==> src/hdl/itp_pkg.sv <==
`timescale 1ns / 1ps

package itp_pkg;

  localparam int STACK_DEPTH = 16;
  localparam int ADDR_W      = $clog2(STACK_DEPTH);
  localparam int CNT_W       = $clog2(STACK_DEPTH + 1);

  typedef enum logic [2:0] {
    OP_NONE  = 3'd0,
    OP_ADD   = 3'd1,
    OP_SUB   = 3'd2,
    OP_MUL   = 3'd3,
    OP_DIV   = 3'd4,
    OP_OPEN  = 3'd5
  } op_t;

  typedef enum logic [1:0] {
    ST_OK        = 2'd0,
    ST_FULL      = 2'd1,
    ST_UNMATCHED = 2'd2
  } status_t;

  typedef enum logic [1:0] {
    KIND_FLUSH = 2'd0,
    KIND_CLOSE = 2'd1,
    KIND_OP    = 2'd2
  } kind_t;

  typedef enum logic [2:0] {
    S_IDLE   = 3'd0,
    S_READ   = 3'd1,
    S_CHECK  = 3'd2,
    S_PUSH   = 3'd3,
    S_FINISH = 3'd4
  } state_t;

  // Port signals between the sequencer and the operator stack memory.
  typedef struct packed {
    logic              wr_en;
    logic [ADDR_W-1:0] wr_addr;
    logic [2:0]        wr_data;
    logic              rd_en;
    logic [ADDR_W-1:0] rd_addr;
  } stack_ctl_t;

  localparam logic [7:0] CH_PLUS  = 8'h2B;
  localparam logic [7:0] CH_MINUS = 8'h2D;
  localparam logic [7:0] CH_STAR  = 8'h2A;
  localparam logic [7:0] CH_SLASH = 8'h2F;
  localparam logic [7:0] CH_OPEN  = 8'h28;
  localparam logic [7:0] CH_CLOSE = 8'h29;
  localparam logic [7:0] CH_ZERO  = 8'h30;
  localparam logic [7:0] CH_NINE  = 8'h39;

  function automatic op_t classify(input logic [7:0] c);
    op_t r;
    case (c)
      CH_PLUS:  r = OP_ADD;
      CH_MINUS: r = OP_SUB;
      CH_STAR:  r = OP_MUL;
      CH_SLASH: r = OP_DIV;
      CH_OPEN:  r = OP_OPEN;
      default:  r = OP_NONE;
    endcase
    return r;
  endfunction

  function automatic logic [7:0] op_char(input op_t op);
    logic [7:0] r;
    case (op)
      OP_ADD:  r = CH_PLUS;
      OP_SUB:  r = CH_MINUS;
      OP_MUL:  r = CH_STAR;
      OP_DIV:  r = CH_SLASH;
      OP_OPEN: r = CH_OPEN;
      default: r = 8'h00;
    endcase
    return r;
  endfunction

  function automatic logic [1:0] op_prec(input op_t op);
    logic [1:0] r;
    case (op)
      OP_ADD, OP_SUB: r = 2'd1;
      OP_MUL, OP_DIV: r = 2'd2;
      default:        r = 2'd0;
    endcase
    return r;
  endfunction

endpackage

==> src/hdl/itp_in_if.sv <==
`timescale 1ns / 1ps

interface itp_in_if;
  logic       valid;
  logic       ready;
  logic       action;
  logic [7:0] symbol;

  modport source (output valid, output action, output symbol, input ready);
  modport sink   (input valid, input action, input symbol, output ready);
endinterface

==> src/hdl/itp_out_if.sv <==
`timescale 1ns / 1ps

interface itp_out_if;
  logic       valid;
  logic       ready;
  logic       has_symbol;
  logic [7:0] out_symbol;
  logic [1:0] status;
  logic       last_of_run;

  modport source (output valid, output has_symbol, output out_symbol, output status,
                  output last_of_run, input ready);
  modport sink   (input valid, input has_symbol, input out_symbol, input status,
                  input last_of_run, output ready);
endinterface

==> src/hdl/infix_to_postfix_converter.sv <==
`timescale 1ns / 1ps

// Shunting-yard infix to postfix converter. Each input word carries one ASCII
// character (or an end-of-expression flush); each input word yields one or more
// output words, the final one marked by last_of_run and carrying the status.
// Digits and ignored characters go straight to the final word, and a '(' is
// pushed first. A flush or an unmatched ')' pops every stack entry, and a
// matched ')' pops entries up to its '(', the '(' included. An operator pops
// entries until it stops at an entry that stays on the stack, and is then
// pushed if the stack is not full. Each entry is read from the operator stack
// memory through its registered read port before the sequencer decides on it.
// The input is not ready while a word is being worked on, and the sequencer
// also stalls whenever a word has to move into the output register while that
// register is still full.
module infix_to_postfix_converter
  import itp_pkg::*;
(
  input  logic         clk,
  input  logic         rst,
  itp_in_if.sink       in_ch,
  itp_out_if.source    out_ch
);

  state_t            state;
  state_t            state_next;
  kind_t             kind;
  op_t               code;
  status_t           status;
  logic [CNT_W-1:0]  count;
  logic              pend_valid;
  logic [7:0]        pend_sym;

  logic              ov;
  logic              o_has;
  logic [7:0]        o_sym;
  logic [1:0]        o_status;
  logic              o_last;

  stack_ctl_t        ctl;
  logic [2:0]        rd_data;
  op_t               top;

  logic              out_free;
  logic              stack_empty;
  logic              stack_full;
  logic              accept;
  logic              pop;
  logic              emit;
  logic              send_pend;
  logic              stall;
  logic              push;
  logic              finish;
  logic [CNT_W-1:0]  count_dec;

  assign top         = op_t'(rd_data);
  assign out_free    = !ov || out_ch.ready;
  assign stack_empty = (count == '0);
  assign stack_full  = (count == CNT_W'(STACK_DEPTH));
  assign accept      = in_ch.valid && in_ch.ready;
  assign count_dec   = count - CNT_W'(1);

  assign in_ch.ready = (state == S_IDLE);

  // The top entry always sits just below the fill count.
  assign ctl.rd_addr = count_dec[ADDR_W-1:0];
  assign ctl.wr_addr = count[ADDR_W-1:0];
  assign ctl.wr_data = code;
  assign ctl.wr_en   = push;
  assign ctl.rd_en   = (state == S_READ) && !stack_empty;

  itp_stack u_stack (
    .clk     (clk),
    .ctl     (ctl),
    .rd_data (rd_data)
  );

  // Control outputs of the sequencer.
  always_comb begin
    pop       = 1'b0;
    emit      = 1'b0;
    stall     = 1'b0;
    push      = 1'b0;
    finish    = 1'b0;
    send_pend = 1'b0;
    case (state)
      S_CHECK: begin
        case (kind)
          KIND_FLUSH, KIND_CLOSE: begin
            pop  = 1'b1;
            emit = (top != OP_OPEN);
          end
          KIND_OP: begin
            if (!(top == OP_OPEN || op_prec(top) < op_prec(code))) begin
              pop  = 1'b1;
              emit = 1'b1;
            end
          end
          default: begin
          end
        endcase
        // A symbol still held back must leave before a new one replaces it.
        if (emit && pend_valid && !out_free) begin
          pop   = 1'b0;
          emit  = 1'b0;
          stall = 1'b1;
        end
        send_pend = emit && pend_valid;
      end
      S_PUSH: begin
        push = !stack_full;
      end
      S_FINISH: begin
        finish = out_free;
      end
      default: begin
      end
    endcase
  end

  // Next state of the sequencer.
  always_comb begin
    state_next = state;
    case (state)
      S_IDLE: begin
        if (accept) begin
          if (in_ch.action) begin
            state_next = S_READ;
          end else if (in_ch.symbol >= CH_ZERO && in_ch.symbol <= CH_NINE) begin
            state_next = S_FINISH;
          end else if (in_ch.symbol == CH_CLOSE) begin
            state_next = S_READ;
          end else if (classify(in_ch.symbol) == OP_OPEN) begin
            state_next = S_PUSH;
          end else if (classify(in_ch.symbol) != OP_NONE) begin
            state_next = S_READ;
          end else begin
            state_next = S_FINISH;
          end
        end
      end
      S_READ: begin
        if (!stack_empty) begin
          state_next = S_CHECK;
        end else if (kind == KIND_OP) begin
          state_next = S_PUSH;
        end else begin
          state_next = S_FINISH;
        end
      end
      S_CHECK: begin
        if (stall) begin
          state_next = S_CHECK;
        end else if (!pop) begin
          state_next = S_PUSH;
        end else if (kind == KIND_CLOSE && top == OP_OPEN) begin
          state_next = S_FINISH;
        end else begin
          state_next = S_READ;
        end
      end
      S_PUSH: begin
        state_next = S_FINISH;
      end
      S_FINISH: begin
        if (finish) begin
          state_next = S_IDLE;
        end
      end
      default: begin
        state_next = S_IDLE;
      end
    endcase
  end

  always_ff @(posedge clk) begin
    if (rst) begin
      state      <= S_IDLE;
      count      <= '0;
      pend_valid <= 1'b0;
      ov         <= 1'b0;
    end else begin
      state <= state_next;
      if (pop) begin
        count <= count_dec;
      end else if (push) begin
        count <= count + CNT_W'(1);
      end
      if (accept) begin
        pend_valid <= !in_ch.action && in_ch.symbol >= CH_ZERO && in_ch.symbol <= CH_NINE;
      end else if (emit) begin
        pend_valid <= 1'b1;
      end else if (finish) begin
        pend_valid <= 1'b0;
      end
      if (send_pend || finish) begin
        ov <= 1'b1;
      end else if (out_ch.ready) begin
        ov <= 1'b0;
      end
    end
  end

  // Word context and the held-back symbol.
  always_ff @(posedge clk) begin
    if (accept) begin
      status   <= ST_OK;
      code     <= classify(in_ch.symbol);
      pend_sym <= in_ch.symbol;
      if (in_ch.action) begin
        kind <= KIND_FLUSH;
      end else if (in_ch.symbol == CH_CLOSE) begin
        kind <= KIND_CLOSE;
      end else begin
        kind <= KIND_OP;
      end
    end else begin
      if (emit) begin
        pend_sym <= op_char(top);
      end
      if (state == S_READ && stack_empty && kind == KIND_CLOSE) begin
        status <= ST_UNMATCHED;
      end
      if (state == S_PUSH && stack_full) begin
        status <= ST_FULL;
      end
    end
  end

  // Output register: earlier symbols go out plain, the final word carries status.
  always_ff @(posedge clk) begin
    if (send_pend) begin
      o_has    <= 1'b1;
      o_sym    <= pend_sym;
      o_status <= ST_OK;
      o_last   <= 1'b0;
    end else if (finish) begin
      o_has    <= pend_valid;
      o_sym    <= pend_valid ? pend_sym : 8'h00;
      o_status <= status;
      o_last   <= 1'b1;
    end
  end

  assign out_ch.valid       = ov;
  assign out_ch.has_symbol  = o_has;
  assign out_ch.out_symbol  = o_sym;
  assign out_ch.status      = o_status;
  assign out_ch.last_of_run = o_last;

endmodule

==> src/hdl/itp_stack.sv <==
`timescale 1ns / 1ps

module itp_stack
  import itp_pkg::*;
(
  input  logic       clk,
  input  stack_ctl_t ctl,
  output logic [2:0] rd_data
);

  // Entries are only ever read below the fill count, so no reset is needed.
  logic [2:0] mem [STACK_DEPTH];

  always_ff @(posedge clk) begin
    if (ctl.wr_en) begin
      mem[ctl.wr_addr] <= ctl.wr_data;
    end
    if (ctl.rd_en) begin
      rd_data <= mem[ctl.rd_addr];
    end
  end

endmodule
==> src/flat_wrapper.sv <==
// flat-port wrapper written by rule: the top's interface ports become plain ports
module infix_to_postfix_converter_flat import itp_pkg::*;
  (clk, rst, in_ch_valid, in_ch_action, in_ch_symbol, in_ch_ready, out_ch_valid, out_ch_has_symbol, out_ch_out_symbol, out_ch_status, out_ch_last_of_run, out_ch_ready);
  itp_in_if in_ch_i ();
  itp_out_if out_ch_i ();
  input  logic clk;
  input  logic rst;
  input wire logic [$bits(in_ch_i.valid)-1:0] in_ch_valid;
  input wire logic [$bits(in_ch_i.action)-1:0] in_ch_action;
  input wire logic [$bits(in_ch_i.symbol)-1:0] in_ch_symbol;
  output wire logic [$bits(in_ch_i.ready)-1:0] in_ch_ready;
  output wire logic [$bits(out_ch_i.valid)-1:0] out_ch_valid;
  output wire logic [$bits(out_ch_i.has_symbol)-1:0] out_ch_has_symbol;
  output wire logic [$bits(out_ch_i.out_symbol)-1:0] out_ch_out_symbol;
  output wire logic [$bits(out_ch_i.status)-1:0] out_ch_status;
  output wire logic [$bits(out_ch_i.last_of_run)-1:0] out_ch_last_of_run;
  input wire logic [$bits(out_ch_i.ready)-1:0] out_ch_ready;
  assign in_ch_i.valid = in_ch_valid;
  assign in_ch_i.action = in_ch_action;
  assign in_ch_i.symbol = in_ch_symbol;
  assign in_ch_ready = in_ch_i.ready;
  assign out_ch_valid = out_ch_i.valid;
  assign out_ch_has_symbol = out_ch_i.has_symbol;
  assign out_ch_out_symbol = out_ch_i.out_symbol;
  assign out_ch_status = out_ch_i.status;
  assign out_ch_last_of_run = out_ch_i.last_of_run;
  assign out_ch_i.ready = out_ch_ready;
  infix_to_postfix_converter u_core (.clk(clk), .rst(rst), .in_ch(in_ch_i), .out_ch(out_ch_i));
endmodule
==> config.mk <==
export PLATFORM = sky130hd
export DESIGN_NAME = infix_to_postfix_converter_flat
export DESIGN_NICKNAME = d
export VERILOG_FILES = /design/src/hdl/itp_pkg.sv /design/src/hdl/itp_in_if.sv /design/src/hdl/itp_out_if.sv /design/src/hdl/infix_to_postfix_converter.sv /design/src/hdl/itp_stack.sv /design/src/flat_wrapper.sv
export SDC_FILE = /design/constraint.sdc
export NUM_CORES = 1
export LEC_CHECK = 0
export BUFFER_PORTS_ARGS = -buffer_cell sky130_fd_sc_hd__buf_4
export CORE_MARGIN = 3
export CORE_UTILIZATION = 35
export CTS_BUF_LIST = sky130_fd_sc_hd__clkbuf_2
export DETAILED_ROUTE_END_ITERATION = 12
export GPL_TIMING_DRIVEN = 0
export SYNTH_ARGS = -nofsm -noshare
export SYNTH_HDL_FRONTEND = slang
export SYNTH_SLANG_ARGS = --single-unit
==> constraint.sdc <==
create_clock -name clk -period 8.9 [get_ports clk]
set_input_delay 0 -clock clk [delete_from_list [all_inputs] [get_ports clk]]
set_output_delay 0 -clock clk [all_outputs]
set_load 0.01 [all_outputs]
Word-level counts from Yosys, hierarchy flattened
Memory sizes are Yosys's and may differ from the RTL's. A register that Yosys moved wholly into a read port is not among the register bits.
Index checks and enable logic that the tools add are counted.
Operators by class
  $add $sub $neg: 2
  multipliers: 0
  div/mod/pow operators: 0
  order comparisons: 3
  equal/unequal tests: 26
  shifts and indexed selects: 0
  multiplexer cells: 63
  bitwise gates (word level): 0
  reduce and logical (&&, ||, !) cells: 37
Operators with widths (count)
  $mux W3: 23
  $eq A8 B6 Y1 const B: 6
  $mux W8: 5
  $pmux W3 S5: 2
  $pmux W6 S5: 1
  $mux W1: 21
  $eq A3 B2 Y1 const B: 6
  $eq A3 B3 Y1 const B: 5
  $logic_and A1 B1 Y1: 12
  $reduce_or A2 Y1: 6
  $mux W2: 5
  $mux W5: 2
  $reduce_bool A2 Y1: 5
  $eq A3 B1 Y1 const B: 3
  $ge A8 B6 Y1 const B: 1
  $le A8 B6 Y1 const B: 1
  $pmux W2 S2: 2
  $reduce_bool A3 Y1: 2
  $add A5 B1 Y5 const B: 1
  $eq A5 B5 Y1 const B: 1
  $logic_not A1 Y1: 5
  $logic_not A5 Y1: 1
  $sub A5 B1 Y5 const B: 1
  $pmux W1 S2: 2
  10 further kinds: 12
Storage, ports and cells
  register bits after elaboration: 37
  latch bits: 0
  RAM bits: 48
  bits in read-only memories: 0
  output and inout bits: 14
  word-level logic and storage cells: 145
  memories: 1
Memories
  u_core.u_stack.mem: depth 16, bits a word 3, rd ports 1, clocked after Yosys merged registers in 1, wr ports 1, line itp_stack.sv:12  | logic [2:0] mem [STACK_DEPTH];

Logic depth before layout (Yosys ltp)
Gate-level depths: netlist of run 1.
  word-level depth: 22
  mapped depth: 10
  gate-level depth less buffers: 9

By module
Synthesis of run 1 repeated with hierarchy kept, for this count alone.
Unflattened totals
  cell total of the unflattened synthesis: 326
  area total of the unflattened synthesis: 4126.5 um2
By module, submodules not included
  infix_to_postfix_converter: instances 1, cells each 223, area an instance 2084.5 um2
  itp_stack: instances 1, cells each 103, area an instance 2042.0 um2

Worst setup path before layout of run 1
Ideal clock, no wire load.
  path kind: register to register
  start point: register u_core.count[0]
  end point: register u_core.u_stack.rd_data[0], read port of u_core.u_stack.mem (data pin)
  library setup time: 0.272 ns
  arrival time: 2.585 ns
  required time: 8.628 ns
  setup slack: 6.043 ns
  stages on the path, launching flop included: 8
  period minus slack after synthesis: 2.857 ns
  cell sequence: dfxtp_1 clkbuf_1 buf_2 inv_1 ha_1 clkbuf_1 mux4_2 mux4_2
Between the ends
  word-level cells in the longest chain between the ends: 3
RTL lines
  start, declared: line infix_to_postfix_converter.sv:29  | logic [CNT_W-1:0] count;
  start signal, assigned: line infix_to_postfix_converter.sv:184  | count <= count_dec;
  start signal, assigned: line infix_to_postfix_converter.sv:186  | count <= count + CNT_W'(1);
  parallel branches: the longest is 3 deep, another holds $sub A5 B1 Y5
  end, declared: line itp_stack.sv:8  | output logic [2:0] rd_data
Several ways; the timed one is not identified.
A chain may end at the register's enable or synchronous reset.

Final worst setup path of run 1
Same ends and word-level chain as after synthesis.

==> results of run 1 <==
[kinds of logic (layout without fill, tap and decap cells)]
group | Yosys count | after routing | share of synthesized area
buffers and inverters | 20 | 78 | 0.0196
other | 0 | 1 | 0
XOR/XNOR | 6 | 6 | 0.0129
AND/OR/NAND/NOR | 115 | 115 | 0.167
flip-flops | 88 | 88 | 0.608
AO/OA/AOI/OAI | 46 | 46 | 0.0809
adder cells (fa/ha/maj) | 5 | 5 | 0.0153
multiplexers | 20 | 20 | 0.0962
[how the worst max path moves through the flow]
stage,cells past startpoint,from,endpoint
floorplan,7,u_core.count[0],u_core.u_stack.rd_data[0]
global placement,7,u_core.count[0],u_core.u_stack.rd_data[2]
detailed placement,7,u_core.count[0],u_core.u_stack.rd_data[0]
CTS,7,u_core.count[0],u_core.u_stack.rd_data[0]
global route,7,u_core.count[0],u_core.u_stack.rd_data[0]
finish,7,u_core.count[0],u_core.u_stack.rd_data[0]
[state kept, by name, indices dropped and copies added, names as in the netlist]
| name | count |
|---|---|
| u_core.code | 3 |
| u_core.count | 5 |
| u_core.out_ch.valid | 1 |
| u_core.out_ch.has_symbol | 1 |
| u_core.out_ch.last_of_run | 1 |
| u_core.pend_sym | 8 |
| u_core.u_stack.rd_data | 3 |
| u_core.u_stack.mem | 48 |
| u_core.out_ch.out_symbol | 8 |
| u_core.pend_valid | 1 |
| u_core.kind | 2 |
| u_core.status | 2 |
| u_core.state | 3 |
| u_core.out_ch.status | 2 |
[power breakdown]
part           switching [W]  internal [W]  total [W]
registers          0.0000177      0.000474   0.000492
clock network       0.000135     0.0000933   0.000228
logic              0.0000567     0.0000513   0.000108
total               0.000209      0.000619   0.000827
[worst max-delay path, delay by kind of cell, from the launching register on]
| kind | cells | cell delay, ns |
|---|---|---|
| buf+inv | 4 | 1.47 |
| mux | 2 | 0.91 |
| fa+ha+maj | 1 | 0.46 |
| flops | 1 | 0.42 |
[layer usage]
| metal | vias up | track usage |
|---|---|---|
| met5 | - | 0 |
| met2 | 51 | 0.210 |
| met3 | 7 | 0.0318 |
| li1 | 1260 | - |
| met4 | 0 | 0.0443 |
| met1 | 1251 | 0.184 |
[cells in the final DEF (no fill, tap or decap), drive strengths merged, types with 14 or more instances in the layout]
cell type    netlist  final
dfxtp             16     16
buf                3     28
nand2             14     14
mux4              15     15
and2              26     26
a21oi             14     14
dlygate4sd3        0     17
edfxtp            72     72
clkbuf            10     20
nor2              21     21
[what timing repair did]
item | CTS | global route
setup endpoints to repair | 0 | 0
hold buffers | 17 | 0
hold endpoints to repair | 20 | 0
[per-stage QoR]
step	instance area (sq um)	total power (W)	setup slack, ns	hold slack, ns	instances
after floorplan	4080	0.000562	6.04	0.185	300
after global routing	4750	0.000869	5.13	0.204	498
final	4750	0.000827	5.40	0.278	499
after CTS	4750	0.000833	5.35	0.232	498
after global placement	4450	0.000601	5.54	0.293	465
after detailed placement	4450	0.000603	5.41	0.288	465
[final cells by class]
cell class / instances / area, sq um / share of cell area
well taps: 140 / 175 / 0.0369
inverters: 7 / 26.3 / 0.00553
repair buffers: 42 / 358 / 0.0753
multi-input cells: 192 / 1520 / 0.320
clock inverters: 6 / 83.8 / 0.0176
diodes: 1 / 2.50 / 0.000527
plain buffers: 13 / 53.8 / 0.0113
flip-flops and latches: 88 / 2480 / 0.522
clock buffers: 10 / 50.0 / 0.0105
==> summary.md, run 1 <==
| Metric | Value |
|---|---|
| CP arrival | 3.80 ns |
| Post-synth cell types | 57 |
| CTS max path bufs | 2 |
| Slowest CP cell | clkbuf_1 |
| Most frequent cells after synthesis | edfxtp_1, and2_1, nor2_1 |
| DR WL/cell | 16.3 um |
| Worst-Skew Late Latency | 0.54 ns |
| Required time worst endpoint | 9.20 ns |
| LEAKAGE | 1.63 nW |
| Synthesis-to-layout area growth | 16.4% |
| Fmax | 286 MHz |
| First-pass GRT wire length | 13.3 mm |
| All-Layer GR Usage | 0.134 |
| Register area share after synthesis | 0.608 |
| Initial antenna violation count | 0 |
| Site Rows | 38 |
| Worst-Margin Slew | 0.749 ns |
| GR Overflow Total | 0 |
| Hold path start | in_ch_symbol[5] |
| Critical Path Start Type | register |
| Synthesized flop and latch total | 88 |
| Status | complete, no violations |
| Syn nets | 318 |
| H-tree levels | 3 |
| Reg2reg end | u_core.u_stack.rd_data[0] |
| R2R Path Start | u_core.count[0] |
| WL met1 | 3.81 mm |
| Die ar. | 13,000 sq um |
| IO Count | 27 |
| Largest net degree at the start of global routing | 20 |
| Cell with the most instances after synthesis | edfxtp_1 |
| DRC | 0 |
| Max-cap violations | 0 |
| IO buf count | 25 |
| Maximum VDD drop | 0.0595 mV |
| CTS sink cnt | 88 |
| Max Slew Vio Count | 0 |
| Top post-synthesis cells by area | edfxtp_1, mux4_2, dfxtp_1 |
| Vias in the first global route | 2,590 |
| CTS resizes | 0 |
| Final setup viols | 0 |
| Fillcell total | 1,045 |
| RSZ-0062 raised after global routing | no |
| TritonCTS Buffers | 9 |
| CP Class | reg2reg |
| Worst Hold Path Cells | 3 |
| Setup TNS | 0 ns |
| Die X | 114 um |
| Yosys top cell area share | 0.530 |
| Via density | 5.15 |
| Mean Syn Cell Area | 13.6 sq um |
| Sink of the worst hold path | u_core.pend_sym[5] |
| Crit path cell chain | clkbuf_1, buf_2, inv_1, ha_1, clkbuf_1, mux4_2, mux4_2 |
| Clock slew at reported path FFs | 0.24 ns |
| Layout cells sized above 1 | 0.207 |
| Post-CTS Setup Bufs | 0 |
| Post-synth EDFFs | 72 |
| Clock root cell | clkbuf_2 |
| Top layer reached by signal wires | met4 |
| Clock Skew | 0.0253 ns |
| Final worst path period need | 3.50 ns |
| Via count | 2,569 |
| Cell Pwr Density | 174 nW/um^2 |
| Detail Placement HPWL | 5.67 mm |
| Final period util | 0.393 |
| Antenna Nets Post-Route | 0 |
| R2R depth | 7 |
| CTS tree | done |
| Initial core utilization | 0.367 |
| Fin nets | 371 |
| DR WL met3 | 277 um |
| Initial drt markers | 175 |
| Met2 Routed Length | 3.98 mm |
| Worst setup EP type | register |
| Core area | 11,100 sq um |
| Cell taking the most area after synthesis | edfxtp_1 |
| Final GP Congestion | 0.810 |
| Final WL | 8.14 mm |
| Synth warn | 0 |
| CP peak stage delay | 0.51 ns |
| Final-report hold violation count | 0 |
| Synthesized cell area | 4080 sq um |
| Finished Core Util | 0.427 |
| Relative slew slack | 0.501 |
| Router iterations before antenna repair | 4 |
| Async set-reset flop share out of synthesis | 0 |
| Ys flop type | edfxtp_1 |
| Worst hold path class | in2reg |
| Die Y | 114 um |
| Mapped Cells | 300 |
| CP Max Fanout | 10 |
| Setup slack, reg-to-reg | 5.40 ns |
(Power assumes the default switching activity.)
==> run 2, diff against run 1 <==
- ABC_AREA: not set -> 1
- clock period: 8.9 -> 3.5 ns (I/O delays scaled with it)
==> run 2 against run 1 <==
Effect of this change: highest routed layer unchanged; sequential power is 140% higher; design area up 1.9%; critical endpoint is now u_core.state[1]; combinational power up 87%; largest power group unchanged.
==> summary.md, run 2 <==
| Metric | Value |
|---|---|
| Synth Area in Simple Gates | 0.189 (was 0.167) |
| Die X | 114 um (about the same) |
| Ys flop type | edfxtp_1 (unchanged) |
| Cell Pwr Density | 411 nW/um^2 (was 174 nW/um^2) |
| Clock slew at reported path FFs | 0.23 ns (was 0.24 ns) |
| Synthesis-to-layout area growth | 17.6% (was 16.4%) |
| Mapped Cells | 417 (was 300) |
| Biggest register | u_core.u_stack.mem (unchanged) |
| Setup slack, reg-to-reg | 0.61 ns (was 5.40 ns) |
| Worst setup EP type | register (unchanged) |
| First-pass GRT wire length | 14.5 mm (was 13.3 mm) |
| Cell with the most instances after synthesis | edfxtp_1 (unchanged) |
| RSZ-0062 raised after global routing | no (unchanged) |
| H-tree levels | 3 (unchanged) |
| Sink of the worst hold path | u_core.state[1] (was u_core.pend_sym[5]) |
| Syn nets | 435 (was 318) |
| Hold slack final | 0.159 ns (was 0.278 ns) |
| Layout cells sized above 1 | 0.166 (was 0.207) |
| Detail Placement HPWL | 6.23 mm (was 5.67 mm) |
| Final-report hold violation count | 0 (unchanged) |
| Post-Synth Adder-Cell Area | 0.0152 (was 0.0153) |
| Post-CTS Setup Bufs | 0 (unchanged) |
| Synthesized cell area | 4120 sq um (was 4080 sq um) |
| Die Y | 114 um (about the same) |
| Final setup viols | 0 (unchanged) |
| Reg2reg end | u_core.state[2] (was u_core.u_stack.rd_data[0]) |
| Core area | 11,200 sq um (was 11,100 sq um) |
| CTS max path bufs | 2 (unchanged) |
| Post-synth EDFFs | 72 (unchanged) |
| Clock root cell | clkbuf_2 (unchanged) |
| CP Max Fanout | 3 (was 10) |
| Via density | 5.00 (was 5.15) |
| Critical Path Start Type | input pin (was register) |
| Commonest cells after routing, fill and taps aside | edfxtp_1, nand2_1, nor2_1, inv_1, o21ai_0 (was edfxtp_1, and2_1, buf_4, nor2_1, dlygate4sd3_1) |
| Setup TNS | 0 ns (unchanged) |
| IO buf count | 26 (was 25) |
| CTS sink cnt | 88 (unchanged) |
| Ant. Diodes | 0 (was 1) |
| TritonCTS Buffers | 9 (unchanged) |
| Max FFs per register | 48 (unchanged) |
| Final period util | 0.831 |
| Fin nets | 494 (was 371) |
| Clock Skew | 0.0229 ns (was 0.0253 ns) |
| Die ar. | 13,100 sq um (was 13,000 sq um) |
| Router iterations before antenna repair | 4 (unchanged) |
| Via count | 3,108 (was 2,569) |
| Initial antenna violation count | 0 (unchanged) |
| Antenna Nets Post-Route | 0 (unchanged) |
| Synthesized flop and latch total | 88 (unchanged) |
| Vias in the first global route | 3,036 (was 2,590) |
| Commonest non-fill, non-tap cell in the layout | edfxtp_1 (unchanged) |
| Largest net degree at the start of global routing | 19 (was 20) |
| Mux contribution to synthesized area | 0 (was 0.0962) |
| Max-cap violations | 0 (unchanged) |
| Worst Hold Path Cells | 3 (unchanged) |
| Top post-synthesis cells by area | edfxtp_1, dfxtp_1, nand2_1 (was edfxtp_1, mux4_2, dfxtp_1) |
| Synth warn | 0 (unchanged) |
| Worst-Margin Slew | 0.644 ns (was 0.749 ns) |
| DRC | 0 (unchanged) |
| Initial drt markers | 189 (was 175) |
| R2R Path Start | u_core.count[0] (unchanged) |
| Async set-reset flop share out of synthesis | 0 (unchanged) |
| CTS tree | done (unchanged) |
| Status | complete, no violations (unchanged) |
| Fmax | 344 MHz |
| Final worst path period need | 2.91 ns |
| Maximum VDD drop | 0.166 mV (was 0.0595 mV) |
| Post-synth cell types | 33 (was 57) |
| Final GP Congestion | 0.886 (was 0.810) |
| XOR/XNOR share of the synthesized area | 0.0106 (was 0.0129) |
| Worst-Skew Late Latency | 0.54 ns (about the same) |
| Yosys top cell area share | 0.525 (was 0.530) |
| Required time worst endpoint | 4.01 ns (was 9.20 ns) |
| Largest family of logic cells by synthesized area | simple AND/OR/NAND/NOR gates (unchanged) |
| Relative slew slack | 0.570 (was 0.501) |
| Most frequent cells after synthesis | edfxtp_1, nand2_1, nor2_1 (was edfxtp_1, and2_1, nor2_1) |
| Fillcell total | 1,051 (was 1,045) |
| Synth Area in Compound Gates | 0.110 (was 0.0809) |
| Worst hold path class | in2reg (unchanged) |
| Final WL | 8.83 mm (was 8.14 mm) |
| Initial core utilization | 0.369 (was 0.367) |
| CP arrival | 3.42 ns (was 3.80 ns) |
| Cell taking the most area after synthesis | edfxtp_1 (unchanged) |
| GR Overflow Total | 0 (unchanged) |
| All-Layer GR Usage | 0.142 (was 0.134) |
| LEAKAGE | 1.96 nW (was 1.63 nW) |
| Mean Syn Cell Area | 9.88 sq um (was 13.6 sq um) |
| CP Class | in2reg (was reg2reg) |
| DR WL/cell | 14.2 um (was 16.3 um) |
| Max Slew Vio Count | 0 (unchanged) |
| R2R depth | 15 (was 7) |
| Site Rows | 38 (unchanged) |
| Hold path start | rst (was in_ch_symbol[5]) |
| Register area share after synthesis | 0.603 (was 0.608) |
| IO Count | 27 (unchanged) |
-- run 2: cell types whose count changed in the layout (fill, tap and decap cells not counted), sizes merged, moves of 15 or more --
cell,delta
inv,+54
nand3,+16
nor2,+45
nand2,+59
mux4,-15
and2,-26
o21ai,+29
-- run 2: cell families (layout without fill, tap and decap cells) --
family                   count (synthesis)  after routing
XOR/XNOR                                 5              5
buffers and inverters                   74            138
flip-flops                              88             88
AND/OR/NAND/NOR                        170            170
AO/OA/AOI/OAI                           75             75
adder cells (fa/ha/maj)                  5              5
-- run 2: cell type report --
class	instances	area [sq um]	area share
Timing Repair Buffer	48	415	0.0857
Clock buffer	11	55.1	0.0114
Multi-Input combinational cell	255	1340	0.276
Clock inverter	5	80.1	0.0165
Buffer	12	65.1	0.0134
Inverter	62	233	0.0480
Tap cell	140	175	0.0362
Sequential cell	88	2480	0.512
-- run 2: through the flow --
stage                     cells   util  worst slack (ns)  total power (W)  instance area (sq um)
final                       621  0.434             0.592          0.00199                   4840
after global routing        621  0.434             0.406          0.00208                   4840
after CTS                   621  0.434             0.593          0.00200                   4840
after detailed placement    583  0.402             0.733          0.00141                   4490
after global placement      583  0.402             0.745          0.00141                   4490
after floorplan             417      -              1.34          0.00133                   4120
-- run 2: layer usage --
layer	routed length, um	vias up	part of all wire	global-route usage
met5	0	-	0	0
met4	171	0	0.019	0.0649
met3	403	16	0.046	0.0301
met2	4230	77	0.48	0.224
met1	4020	1489	0.46	0.186
li1	-	1526	-	-
-- run 2: worst max path at each step --
stage	startpoint	endpoint	cells past startpoint
global route	u_core.count[0]	u_core.state[2]	15
finish	in_ch_symbol[6]	u_core.state[1]	16
detailed placement	u_core.count[0]	u_core.u_stack.rd_data[1]	10
global placement	u_core.count[0]	u_core.u_stack.rd_data[1]	10
floorplan	u_core.count[0]	u_core.u_stack.mem[12][0]	10
CTS	u_core.count[0]	u_core.state[2]	15
-- run 2: power breakdown --
| part | internal, W | leakage [nW] | switching, W | total [W] |
|---|---|---|---|---|
| logic | 0.0000807 | 1.08 | 0.000121 | 0.000202 |
| clock network | 0.000242 | 0.0802 | 0.000344 | 0.000587 |
| registers | 0.00117 | 0.798 | 0.0000280 | 0.00120 |
-- run 2: critical path, cell delays in order --
cell,delay (ns)
dlygate4sd3_1,0.56
buf_4,0.14
inv_1,0.06
nand3_1,0.11
nor2_2,0.13
nand2_1,0.08
dlygate4sd3_1,0.60
nor3_1,0.15
inv_1,0.08
nor2_1,0.10
dlygate4sd3_1,0.57
a21oi_1,0.07
nand2_1,0.07
nand2_1,0.04
dlygate4sd3_1,0.57
nor2_2,0.08
-- run 2: repair_timing --
item / CTS / global route
hold buffers: 22 / 0
endpoints found under the hold margin: 30 / 0
gates resized for setup: 0 / 0
==> run 3, diff against run 2 <==
- clock period: 3.5 -> 2.6 ns (I/O delays scaled with it)
==> run 3 against run 2 <==
Effect of this change: clock skew up 0.0017 ns; via count is 0.77% higher; cell count increased by 0.32%; first-iteration DRC count is 18% higher; clock-buffer cell count unchanged; global-route usage shrank 0.077 points; register-to-register slack got worse by 0.45 ns; sequential share of layout area decreased by 0.77 points; utilization increased by 0.66 points; combinational power rose by 47%; critical path type is now reg2reg; critical endpoint is now u_core.u_stack.mem[5][2].
==> summary.md, run 3 (same netlist as run 2, synthesis figures left out) <==
| Metric | Value |
|---|---|
| H-tree levels | 3 (unchanged) |
| Vias in the first global route | 3,014 (was 3,036) |
| Required time worst endpoint | 2.87 ns (was 4.01 ns) |
| Worst hold path class | in2reg (unchanged) |
| All-Layer GR Usage | 0.141 (was 0.142) |
| Switching Share | 0.249 (was 0.248) |
| CTS tree | done (unchanged) |
| Core area | 11,200 sq um (unchanged) |
| CP peak stage delay | 0.42 ns (was 0.60 ns) |
| Commonest cells after routing, fill and taps aside | edfxtp_1, nand2_1, inv_1, nor2_1 (was edfxtp_1, nand2_1, nor2_1, inv_1, o21ai_0) |
| Placed cells | 583 (unchanged) |
| R2R Path Start | u_core.count[0] (unchanged) |
| Via density | 5.03 (was 5.00) |
| Maximum VDD drop | 0.223 mV (was 0.166 mV) |
| Initial drt markers | 223 (was 189) |
| Ant. Diodes | 0 (unchanged) |
| CTS max path bufs | 2 (unchanged) |
| P_sw | 0.000669 W (was 0.000493 W) |
| Detail Placement HPWL | 6.23 mm (unchanged) |
| Worst-Margin Slew | 0.510 ns (was 0.644 ns) |
| Router iterations before antenna repair | 5 (was 4) |
| Final worst path period need | 2.44 ns |
| Antenna Nets Post-Route | 0 (unchanged) |
| Worst-Skew Late Latency | 0.55 ns (was 0.54 ns) |
| Relative slew slack | 0.660 (was 0.570) |
| Die ar. | 13,100 sq um (unchanged) |
| Max-cap violations | 0 (unchanged) |
| RSZ-0062 raised after global routing | no (unchanged) |
| TritonCTS Buffers | 9 (unchanged) |
| IO Count | 27 (unchanged) |
| Clock Skew | 0.0246 ns (was 0.0229 ns) |
| Crit path cell chain | clkbuf_4, clkinv_2, buf_2, ha_1, inv_2, nor2_4, nand2_2, nand2_2, inv_2, nand2_1, nor2_1 (was dlygate4sd3_1, buf_4, inv_1, nand3_1, nor2_2, nand2_1, dlygate4sd3_1, nor3_1, inv_1, nor2_1, dlygate4sd3_1, a21oi_1, nand2_1, nand2_1, dlygate4sd3_1, nor2_2) |
| Worst setup EP type | register (unchanged) |
| Status | complete, no violations (unchanged) |
| Die Y | 114 um (unchanged) |
| Post-Place Worst Slack | -0.167 ns (was 0.733 ns) |
| Biggest register | u_core.u_stack.mem (unchanged) |
| Clock power frac | 0.295 (about the same) |
| Final WL | 8.84 mm (was 8.83 mm) |
| Die X | 114 um (unchanged) |
| IO buf count | 26 (unchanged) |
| GR Overflow Total | 0 (unchanged) |
| CP startpoint | u_core.count[0] (was in_ch_symbol[6]) |
| Final setup viols | 0 (unchanged) |
| Synthesis-to-layout area growth | 19.4% (was 17.6%) |
| CTS sink cnt | 88 (unchanged) |
| Worst path buffer plus inverter count | 5 (was 7) |
| Final GP Congestion | 0.886 (unchanged) |
| Post-route setup slack | 0.161 ns (was 0.592 ns) |
| Fin nets | 496 (was 494) |
| First-pass GRT wire length | 14.4 mm (was 14.5 mm) |
| Max FFs per register | 48 (unchanged) |
| DR WL/cell | 14.2 um (about the same) |
| Reg power frac | 0.595 (was 0.603) |
| Initial antenna violation count | 0 (unchanged) |
| Clock slew at reported path FFs | 0.24 ns (was 0.23 ns) |
| Initial core utilization | 0.369 (unchanged) |
| Cell Pwr Density | 546 nW/um^2 (was 411 nW/um^2) |
| CP arrival | 2.71 ns (was 3.42 ns) |
| Final-report hold violation count | 0 (unchanged) |
| Final period util | 0.938 |
| CP Max Fanout | 11 (was 3) |
| Comb pwr share | 0.110 (was 0.102) |
| DRC | 0 (unchanged) |
| Largest net degree at the start of global routing | 19 (unchanged) |
| Critical Path Start Type | register (was input pin) |
| Commonest non-fill, non-tap cell in the layout | edfxtp_1 (unchanged) |
| Hold path start | rst (unchanged) |
| Fin cells | 623 (was 621) |
| Max Slew Vio Count | 0 (unchanged) |
| Via count | 3,132 (was 3,108) |
| CP Class | reg2reg (was in2reg) |
| Clock root cell | clkbuf_2 (unchanged) |
| Fmax | 410 MHz |
| Cell Int Power | 0.00202 W (was 0.00150 W) |
| Slowest CP cell | dfxtp_1 (was dlygate4sd3_1) |
| Layout cells sized above 1 | 0.207 (was 0.166) |
| Site Rows | 38 (unchanged) |
| CP top delay family | buffers and inverters (unchanged) |
| LEAKAGE | 1.98 nW (was 1.96 nW) |
==> run 3: changes by cell type in the layout (fill, tap and decap cells not counted), sizes merged <==
cell and change:
clkbuf +2, buf +2, dlygate4sd3 -2
==> run 3: path summary, 6_finish.rpt <==
check                                           endpoint  slack (ns)  cells after the start
worst max-delay path            u_core.u_stack.mem[5][2]        0.16                     11
worst min-delay path                     u_core.state[1]        0.14                      3
worst max register to register  u_core.u_stack.mem[5][2]        0.16                     11
worst min register to register          u_core.status[1]        0.49                      2
==> run 3: layer usage <==
metal	up-vias	wire, um	GRT usage
met4	0	214	0.0649
met3	24	357	0.0301
met1	1506	4020	0.184
li1	1533	-	-
met5	-	0	0
met2	69	4250	0.224
==> run 3: power groups by stage <==
stage	sequential (W)	combinational (W)	clock [W]
2_1_floorplan	0.00164	0.000154	0
3_3_place_gp	0.00165	0.000245	0
3_5_place_dp	0.00165	0.000250	0
4_1_cts	0.00162	0.000271	0.000809
5_1_grt	0.00161	0.000330	0.000872
6_report	0.00160	0.000296	0.000791
==> run 3: cell type report <==
class	count	area [sq um]
Sequential cell	88	2480
Tap cell	140	175
Buffer	12	75.1
Multi-Input combinational cell	255	1390
Timing Repair Buffer	50	425
Inverter	62	234
Fill cell	1051	6250
Clock inverter	5	80.1
Clock buffer	11	55.1
==> run 3: what timing repair did <==
action                     CTS  global route
hold endpoints to repair    30             0
setup endpoints to repair   30            60
hold buffers                20             0
gates resized for setup     10            12
buffers inserted             0             4
==> run 3: worst reg2reg max path: stages (launching register included) <==
cell,delay [ns]
dfxtp_1,0.42
clkbuf_4,0.21
clkinv_2,0.14
buf_2,0.24
ha_1,0.27
inv_2,0.14
nor2_4,0.07
nand2_2,0.07
nand2_2,0.07
inv_2,0.09
nand2_1,0.17
nor2_1,0.26
==> run 3: through the flow <==
stage          TNS, ns  total power (W)  hold slack, ns  utilization  cell area [sq um]
3_5_place_dp     -1.79          0.00190           0.201        0.402               4490
4_1_cts              0          0.00270           0.123        0.435               4860
3_3_place_gp     -1.48          0.00189           0.209        0.402               4490
5_1_grt              0          0.00281           0.121        0.440               4920
2_1_floorplan        0          0.00180          0.0624            -               4120
6_report             0          0.00269           0.145        0.440               4920
